$ cat src/srn_pkg.sv
// Package for the slice range normalizer: request/result structs, codes, widths.
// No dependencies.
package srn_pkg;

  localparam int unsigned DivW = 32;

  typedef enum logic [1:0] {
    ERR_OK     = 2'd0,
    ERR_SINGLE = 2'd1,
    ERR_RANGE  = 2'd2
  } err_e;

  typedef struct packed {
    logic signed [31:0] slice_start;
    logic signed [31:0] slice_finish;
    logic signed [31:0] slice_step;
    logic [30:0]        dim_extent;
  } req_t;

  typedef struct packed {
    logic [30:0]        first_index;
    logic signed [31:0] index_stride;
    logic [30:0]        result_count;
    logic               drop_dimension;
    logic [1:0]         error_code;
  } res_t;

  // Classified job handed from front to back
  typedef struct packed {
    logic        do_div;
    logic [31:0] span;
    logic [31:0] mag;
    res_t        res;
  } job_t;

endpackage

$ cat src/srn_fifo.sv
// Short queue between the front and back parts.
// Depends on srn_pkg.
module srn_fifo (
  input  logic          clk_i,
  input  logic          rst_ni,
  input  logic          push_i,
  input  srn_pkg::job_t data_i,
  input  logic          pop_i,
  output logic          full_o,
  output logic          empty_o,
  output srn_pkg::job_t data_o
);
  import srn_pkg::*;

  job_t       mem_q [2];
  logic       wp_q, wp_d, rp_q, rp_d;
  logic [1:0] cnt_q, cnt_d;

  // advance pointers and count
  always_comb begin
    wp_d  = wp_q ^ push_i;
    rp_d  = rp_q ^ pop_i;
    cnt_d = cnt_q + {1'b0, push_i} - {1'b0, pop_i};
  end

  always_ff @(posedge clk_i or negedge rst_ni) begin
    if (!rst_ni) begin
      wp_q <= 1'b0;
      rp_q <= 1'b0;
      cnt_q <= '0;
    end else begin
      wp_q <= wp_d;
      rp_q <= rp_d;
      cnt_q <= cnt_d;
    end
  end

  always_ff @(posedge clk_i) begin
    if (push_i) mem_q[wp_q] <= data_i;
  end

  assign data_o  = mem_q[rp_q];
  assign full_o  = cnt_q == 2'd2;
  assign empty_o = cnt_q == 2'd0;
endmodule

$ cat config.mk
export PLATFORM = sky130hd
export DESIGN_NAME = srn_fifo
export DESIGN_NICKNAME = d
export VERILOG_FILES = /design/src/srn_pkg.sv /design/src/srn_fifo.sv
export SDC_FILE = /design/constraint.sdc
export NUM_CORES = 1
export LEC_CHECK = 0
export ABC_CLOCK_PERIOD_IN_PS = 5000
export BUFFER_PORTS_ARGS = -buffer_cell sky130_fd_sc_hd__buf_2
export CELL_PAD_IN_SITES_DETAIL_PLACEMENT = 0
export CELL_PAD_IN_SITES_GLOBAL_PLACEMENT = 1
export CORE_MARGIN = 2
export CORE_UTILIZATION = 27
export CTS_CLUSTER_DIAMETER = 60
export CTS_CLUSTER_SIZE = 30
export DETAILED_ROUTE_END_ITERATION = 7
export GPL_ROUTABILITY_DRIVEN = 1
export PLACE_DENSITY = 0.67
export SYNTH_ARGS = -nofsm -noshare
export SYNTH_HDL_FRONTEND = slang
export SYNTH_SLANG_ARGS = --single-unit
$ cat constraint.sdc
create_clock -name clk_i -period 5 [get_ports clk_i]
set_clock_uncertainty 0.1 [all_clocks]
set_input_delay 0.25 -clock clk_i [delete_from_list [all_inputs] [get_ports clk_i]]
set_output_delay 0.25 -clock clk_i [all_outputs]
set_load 0.02 [all_outputs]
======== After elaboration in Yosys (flattened, before gate mapping) ========
Memories as Yosys holds them, arrays and structs flattened.
Cells that the tools add are included.
storage, ports and cells
  bits in registers ....................... 4
  memory bits (writable) .................. 324
  input port bits ......................... 166
  output and inout bits ................... 164
  memories ................................ 1
memories
  name   words  bits a word  read ports  clocked after Yosys merged registers in  write ports  line            RTL
  mem_q  2      162          1           0                                        1            srn_fifo.sv:15  job_t mem_q [2];
cells by class
  $add $sub $neg .......................... 2
  equal/unequal tests ..................... 1
  mux-type cells .......................... 2
  bitwise logic cells ..................... 2
  reductions and logical operators ........ 1
operators by type and width
  kind                                  number
  adder 2 x 1 -> 2 bit                  1
  == test 2 bit, second input constant  1
  logical NOT 2 bit                     1
  2-to-1 mux 1 bit                      2
  subtractor 2 x 1 -> 2 bit             1
  bitwise XOR 1 bit                     2

======== Depth between registers and ports, before layout ========
Gate-level depths: netlist of the first run.
  depth in word-level cells ............... 2
  gate-level depth with buffers ........... 5

======== Worst setup path after synthesis of the first run ========
OpenSTA, ideal clock, no wires.
  kind .................................... register to register
  from .................................... reg wp_q
  to ...................................... mem mem_q[0][0] (netlist bit) (enable)
  library setup time ...................... 542 ps
  data arrival time ....................... 4176 ps
  slack ................................... 181 ps
  stages on the path, launching flop included .. 3
  path buffers ............................ 0
  period minus slack after synthesis ...... 4819 ps
  cells stage by stage .................... dfrtp_1 > inv_1 > ha_1
RTL lines
  element                   line            RTL
  start: declaration        srn_fifo.sv:16  logic wp_q, wp_d, rp_q, rp_d;
  start signal: assignment  srn_fifo.sv:32  wp_q <= wp_d;
  end: declaration          srn_fifo.sv:15
No word-level cell before the write port.

==> results_dict.tcl, run 1 <==
set metrics [dict create \
    gr-usage-met3_pct 4.267 \
    maxSlewHeadroom_pct 29.91 \
    power_density_nw_per_um2 526.7 \
    layout_commonest_cell "buf_2" \
    slew_violations 0 \
    p_leak_nw 6.538 \
    synth.yosys.seq_area_share_pct 80.76 \
    crit_path_max_fanout 64 \
    dp.final_hpwl_um 16890 \
    antenna_found_initial 4 \
    r2r_slack_ns 2.78 \
    cts_root_buf "clkbuf_16" \
    wl_um 26200 \
    worst_slew_pin_slew_ns 1.051 \
    end_kind "output pin" \
    grtUsageMet2_pct 18.51 \
    grt_pass1_vias 7117 \
    mostFrequentLayoutCells "buf_2, edfxtp_1, dlygate4sd3_1" \
    ys_ff_latch 328 \
    port_buffers 329 \
    drive_gt1_share_pct 51.38 \
    fin_util_pct 38.44 \
    core_area_um2 44320 \
    track_usage_pct 10.72 \
    syn_avg_cell_area_um2 23.40 \
    via_count 6606 \
    worstSetupStartpointType "register" \
    antenna_left 0 \
    avgViaCountPerCell 4.023 \
    h-tree-depth 1 \
    die_y_um 216.3 \
    fin_area_um2 17040 \
    crit_type "reg -> out" \
    netlist_area_um2 12170 \
    grt_max_degree 120 \
    min_path_cells 2 \
    setup_tns_ns 0 \
    drc 0 \
    slowest_delay_ns 1.11 \
    dr.pass1.iters 4 \
    critPathRequiredTime_ns 4.65 \
    cts_setup_buffers 0 \
    vdd_ir_drop_max_mv 0.4077 \
    cts_tree "done" \
    setup_violations 0 \
    worstPathCellList "buf_12 -> mux2_2 -> buf_2" \
    die-area_um2 46790 \
    grt_pass1_wl_um 39460 \
    hold_viol_final 0 \
    status "finished clean" \
    io_pins 330 \
    syn_nets 690 \
    path_clk_slew_ns 0.08 \
    cp_data_arrival_time_ns 2.75 \
    rows 77 \
    use_met1_pct 12.29 \
    crit_path_top_delay_cell "dfrtp_4" \
    nets 1200 \
    rsz0062_at_grt "false" \
    cts-resized-gates 0 \
    hold_slack_ns 0.3037 \
    max_freq_mhz 322.3 \
    drt_iter0_drc 293 \
    yosysUniqueCellTypes 12 \
    yosys_warnings 0 \
    busiest_layer "met2" \
    clockBufferDepth 3 \
    gr-total-overflow 0 \
    wl_per_cell_um 15.95 \
    gp_routability_congestion 0.7507 \
    die_w_um 216.3 \
    clock_latency_ns 0.55 \
    min_period_over_period_pct 62.06 \
    min_period_ns 3.103 \
    cap_violations 0 \
    place_area_um2 14530 \
    syn2layout_area_growth_pct 39.98 \
    clock_sinks 328 \
    ctsHoldBuffers 166 \
    min_path_type "in -> reg" \
    postSynthCellCount 520 \
    start_util_pct 27.46 \
    worstRegToRegCells 2 \
    numCtsBuffers 26 \
]
## power breakdown
group / switching (W) / leakage, nW / internal (W)
Sequential: 0.000235 / 3.09 / 0.00365
Clock: 0.000973 / 0.409 / 0.00108
Combinational: 0.00171 / 3.04 / 0.00133
## synthesized netlist by cell type
cell / number / area (um2)
edfxtp_1: 324 / 9729
inv_1: 4 / 15.01
xor2_1: 1 / 8.760
dfrtp_1: 4 / 100.1
nor2b_1: 1 / 6.260
ha_1: 4 / 50.05
mux2_4: 70 / 1051
buf_6: 9 / 101.4
xor3_1: 1 / 23.77
buf_2: 9 / 45.04
mux2_2: 92 / 1036
nor2_1: 1 / 3.750
## worst paths after layout
path / end / from
min reg2reg: cnt_q[1] / cnt_q[1]
max reg2reg: mem_q[1][91] / wp_q
max: data_o[19] / rp_q
max in group asynchronous: rp_q / rst_ni
min in group asynchronous: cnt_q[0] / rst_ni
min: mem_q[1][52] / data_i[52]
## cells by family (layout without fill, tap and decap cells)
logic type,count (synthesis),count (layout),share of synthesized area (%)
XOR/XNOR,2,2,0.2673
other,0,1,0
buffers and inverters,22,551,1.326
adder cells (fa/ha/maj),4,4,0.4112
multiplexers,162,162,17.15
AND/OR/NAND/NOR,2,2,0.08225
flip-flops,328,328,80.76
## stage by stage
stage	total power, W	worst slack, ns	std cells
6_report	0.008972	1.897	1642
5_1_grt	0.009402	1.720	1642
4_1_cts	0.009136	1.814	1641
3_5_place_dp	0.006957	2.445	1428
3_3_place_gp	0.006932	2.448	1428
2_1_floorplan	0.006074	0.1814	520
## layout make-up
type	instances	area (um2)
repair buffers	500	3396
fillers	4167	27280
flip-flops and latches	328	9833
clock inverters	14	136.4
diodes	1	2.502
well taps	592	740.7
multi-input cells	170	2205
clock buffers	33	708.2
inverters	4	15.01
## state kept, by name, indices dropped and copies added (netlist names)
signal  flops
rp_q        1
mem_q     324
wp_q        1
cnt_q       2
## worst max-delay path: cells and delay by family (launching register included)
kind                   cells  cell delay (ns)
muxes                      1             0.38
buffers and inverters      2             0.60
DFF                        1             1.11
## per-layer routing
layer	up-vias	wire length [um]
li1	3090	-
met1	3250	10110
met2	219	12980
met3	41	2350
met4	6	713
met5	-	37
No activity file was read; power rests on OpenSTA's default activity.
==> run 2, diff against run 1 <==
Settings changed: ABC_CLOCK_PERIOD_IN_PS 5000 to 2640.
Clock period 5 ns to 2.64 ns, I/O delays scaled along.
==> run 2 against run 1 <==
- cell area grew 1.6%
- critical path depth is the same
- core utilization grew 0.62 points
- sequential cell count is the same
- register-to-register slack lost 1.9 ns
- global-route usage grew 0.24 points
- power grew 95%
- critical path type unchanged
- critical endpoint is now data_o[80]
- largest cell class unchanged
- largest power group unchanged
==> results_dict.tcl, run 2 (synthesized netlist as in run 1, its figures left out) <==
set metrics [dict create \
    antenna_found_initial 1 \
    status "finished clean" \
    cts_setup_buffers 0 \
    min_path_type "in -> reg" \
    hold_viol_final 0 \
    rsz0062_at_grt "false" \
    crit_path_max_fanout 33 \
    die_w_um 216.3 \
    layout_commonest_cell "buf_2" \
    p_leak_nw 6.687 \
    port_buffers 329 \
    drive_gt1_share_pct 52.94 \
    mostFrequentLayoutCells "buf_2, edfxtp_1, dlygate4sd3_1" \
    largest_reg_flops 324 \
    grt_pass1_wl_um 40190 \
    setup_violations 0 \
    min_path_cells 2 \
    io_pins 330 \
    via_count 6716 \
    hold_path_startpoint "data_i[33]" \
    hold_slack_ns 0.1832 \
    min_to "mem_q[1][33]" \
    max_freq_mhz 396.8 \
    stdcell_count 1663 \
    track_usage_pct 10.96 \
    nets 1220 \
    critPathRequiredTime_ns 2.41 \
    die-area_um2 46790 \
    clock_latency_ns 0.56 \
    dp.cells 1447 \
    syn2layout_area_growth_pct 42.23 \
    gr-total-overflow 0 \
    vdd_ir_drop_max_mv 0.5643 \
    place_ws_ns 0.6734 \
    end_kind "output pin" \
    place_area_um2 14710 \
    worst_slew_pin_slew_ns 0.6094 \
    power_density_nw_per_um2 1010 \
    die_y_um 216.3 \
    worstSetupStartpointType "register" \
    largest_register "mem_q" \
    avgViaCountPerCell 4.038 \
    dr.pass1.iters 4 \
    r2r_slack_ns 0.91 \
    setup_tns_ns 0 \
    wl_um 26930 \
    r2r-end "mem_q[0][147]" \
    cts_root_buf "clkbuf_16" \
    crit_type "reg -> out" \
    slew_violations 0 \
    antenna_left 0 \
    start_util_pct 27.46 \
    drc 0 \
    grt_pass1_vias 7243 \
    core_area_um2 44320 \
    drt_iter0_drc 283 \
    cts_tree "done" \
    cts-resized-gates 0 \
    clockBufferDepth 3 \
    numCtsBuffers 27 \
    startpoint "rp_q" \
    clock_sinks 328 \
    worstRegToRegCells 3 \
    fin_ws_ns 0.1198 \
    wl_per_cell_um 16.19 \
    dp.final_hpwl_um 17690 \
    rr_startpoint "wp_q" \
    path_clk_slew_ns 0.09 \
    cap_violations 0 \
    rows 77 \
    gp_routability_congestion 0.7004 \
    maxSlewHeadroom_pct 59.38 \
    cp_data_arrival_time_ns 2.29 \
    min_period_over_period_pct 95.46 \
    largestRegisters "mem_q x324, cnt_q x2" \
    min_period_ns 2.520 \
    fin_area_um2 17310 \
    diodes 0 \
    grt_max_degree 59 \
    h-tree-depth 1 \
]
[run 2: cell types whose count changed in the layout (fill, tap and decap cells not counted), moves of 2 or more]
cell      before  now
clkinv_2       4    2
inv_6          0    3
clkbuf_1       5    0
buf_4          1   17
buf_12         4    7
inv_8          2    7
clkinv_8       2    4
[run 2: worst max-delay path by stage]
stage                        to  slack (ns)  depth (start not counted)
floorplan           mem_q[0][0]        0.44                          2
global placement      data_o[9]        0.70                          3
detailed placement   data_o[81]        0.67                          3
CTS                  data_o[81]        0.06                          3
global route         data_o[80]       0.009                          3
finish               data_o[80]        0.12                          3
[run 2: repair_timing]
item | CTS | global route
endpoints found under the hold margin | 332 | 0
endpoints found under the setup margin | 0 | 0
hold buffers | 166 | 0
[run 2: where the power goes]
group	internal [W]	leakage [nW]	switching [W]
Clock	0.00203	0.451	0.00212
Sequential	0.00689	3.09	0.000355
Combinational	0.00268	3.15	0.00340
[run 2: layout make-up]
type                       instances  area, um2
inverter                           4      15.01
multi-input combinational        170       2205
fill                            4130      27010
clock buffer                      27      675.6
timing repair buffer             519       3576
clock inverter                    23      265.3
tap                              592      740.7
sequential                       328       9833
[run 2: worst max-delay path, cell delays in order, from the launching register on]
cell and delay, ns:
dfrtp_4 0.82, buf_12 0.33, mux2_2 0.38, buf_2 0.16
[run 2: metal layers]
| metal | vias up | wire [um] | GRT usage [%] |
|---|---|---|---|
| li1 | 3140 | - | - |
| met4 | 2 | 595 | 2.534 |
| met5 | - | 7 | 0 |
| met3 | 39 | 1963 | 3.396 |
| met2 | 225 | 13220 | 19.05 |
| met1 | 3310 | 11140 | 13.30 |
[run 2: through the flow]
step | utilization [%] | total power (W)
global placement | 33.19 | 0.01330
finish | 39.06 | 0.01748
CTS | 39.06 | 0.01779
floorplan | - | 0.01138
detailed placement | 33.19 | 0.01336
global route | 39.06 | 0.01831
==> run 3, diff against run 2 <==
Settings changed: ABC_CLOCK_PERIOD_IN_PS 2640 to 3200, MAX_ROUTING_LAYER set to met4, PLACE_DENSITY 0.67 to 0.65.
Clock period 2.64 ns to 3.2 ns, I/O delays scaled along.
==> run 3 against run 2 <==
- die area unchanged
- non-clock buffer count fell by 1
- via count shrank 0.30%
- sequential cell count stayed put
- largest power group unchanged
- worst hold slack improved by 0.025 ns
- first-iteration DRC count down 2.1%
- cell area rose by 0.15%
- critical endpoint is now data_o[54]
==> results_dict.tcl, run 3 (synthesized netlist as in run 1, its figures left out) <==
set metrics [dict create \
    status "finished clean" \
    cp.depth 4 \
    startpoint "rp_q" \
    drive_gt1_share_pct 52.52 \
    start_util_pct 27.46 \
    die_y_um 216.3 \
    r2r_slack_ns 1.29 \
    power_density_nw_per_um2 835.9 \
    min_period_ns 2.531 \
    drt_iter0_drc 277 \
    cts_root_buf "clkbuf_16" \
    gp_routability_congestion 0.7586 \
    core_area_um2 44320 \
    gr-total-overflow 0 \
    avgViaCountPerCell 4.024 \
    rows 77 \
    maxSlewHeadroom_pct 52.17 \
    setup_violations 0 \
    antenna_left 0 \
    worstPathCellList "buf_12 -> buf_4 -> mux2_2 -> buf_2" \
    grt_pass1_wl_um 41230 \
    nets 1219 \
    largestRegisters "mem_q x324, cnt_q x2" \
    clock_sinks 328 \
    io_pins 330 \
    hold_viol_final 0 \
    worstSetupStartpointType "register" \
    clockBufferDepth 3 \
    grt_max_degree 46 \
    slowest_delay_ns 0.71 \
    largest_reg_flops 324 \
    track_usage_pct 11.63 \
    drc 0 \
    critPathRequiredTime_ns 2.94 \
    path_clk_slew_ns 0.08 \
    h-tree-depth 1 \
    r2r-end "mem_q[0][133]" \
    cp_data_arrival_time_ns 2.27 \
    setup_tns_ns 0 \
    antenna_found_initial 2 \
    wl_um 27320 \
    port_buffers 329 \
    min_period_over_period_pct 79.11 \
    wl_per_cell_um 16.42 \
    cap_violations 0 \
    via_count 6696 \
    crit_end "data_o[54]" \
    end_kind "output pin" \
    layout_commonest_cell "buf_2" \
    cts_setup_buffers 0 \
    grt_pass1_vias 7252 \
    dr.pass1.iters 4 \
    slew_violations 0 \
    die_w_um 216.3 \
    numCtsBuffers 27 \
    dp.final_hpwl_um 17890 \
    hold_slack_ns 0.2079 \
    crit_type "reg -> out" \
    crit_path_top_delay_cell "dfrtp_4" \
    rsz0062_at_grt "false" \
    mostFrequentLayoutCells "buf_2, edfxtp_1, dlygate4sd3_1" \
    p_leak_nw 6.693 \
    die-area_um2 46790 \
    rr_startpoint "wp_q" \
    worst_slew_pin_slew_ns 0.7174 \
    vdd_ir_drop_max_mv 0.4996 \
    cts_tree "done" \
    clock_latency_ns 0.56 \
    worst-path-buf-inv 3 \
    worstRegToRegCells 3 \
    path_delay_family "flip-flops" \
    fin_util_pct 39.12 \
    max_freq_mhz 395.0 \
    largest_register "mem_q" \
    hold_path_startpoint "data_i[27]" \
    min_path_type "in -> reg" \
    crit_path_max_fanout 27 \
    syn2layout_area_growth_pct 42.45 \
]
run 3: cell types whose count changed in the layout (fill, tap and decap cells not counted), sizes merged:
cell,delta
buf,-1
clkinvlp,-2
diode,+2
clkinv,+1
bufinv,+1
run 3: repair_timing:
| item | 4_1_cts | 5_1_grt |
|---|---|---|
| hold endpoints to repair | 332 | 0 |
| hold buffers | 166 | 0 |
| resized for setup | 0 | 0 |
run 3: power by group:
group / internal [W] / switching [W]
Sequential: 0.00569 / 0.000260
Clock: 0.00173 / 0.00170
Combinational: 0.00225 / 0.00286
run 3: final cells by class:
class                           count  area [um2]
Antenna cell                        2       5.005
Clock buffer                       27       675.6
Clock inverter                     23       256.5
Fill cell                        4143       26980
Inverter                            4       15.01
Multi-Input combinational cell    170        2205
Sequential cell                   328        9833
Tap cell                          592       740.7
Timing Repair Buffer              518        3606
run 3: metrics by stage:
stage	setup WS [ns]	cell area, um2	total power (W)	instances
floorplan	0.1499	12180	0.009409	520
global placement	1.204	14740	0.01104	1446
detailed placement	1.186	14740	0.01109	1446
CTS	0.5569	17330	0.01475	1662
global route	0.5170	17340	0.01518	1664
finish	0.6685	17340	0.01449	1664
run 3: how the worst min path moves through the flow:
stage	slack, ns	endpoint	cells after the start
after CTS	0.17	mem_q[0][34]	2
after detailed placement	-0.12	cnt_q[0]	1
after global routing	0.19	mem_q[0][27]	2
final	0.21	mem_q[1][27]	2
after global placement	-0.12	cnt_q[0]	1
after floorplan	-0.24	cnt_q[0]	0
run 3: per-layer routing:
metal / vias up / routed length, um / global-route usage, %
met4: 0 / 563 / 3.288
met3: 35 / 1643 / 2.526
met1: 3318 / 11650 / 14.32
met5: - / 0 / -
met2: 200 / 13460 / 19.31
li1: 3143 / - / -
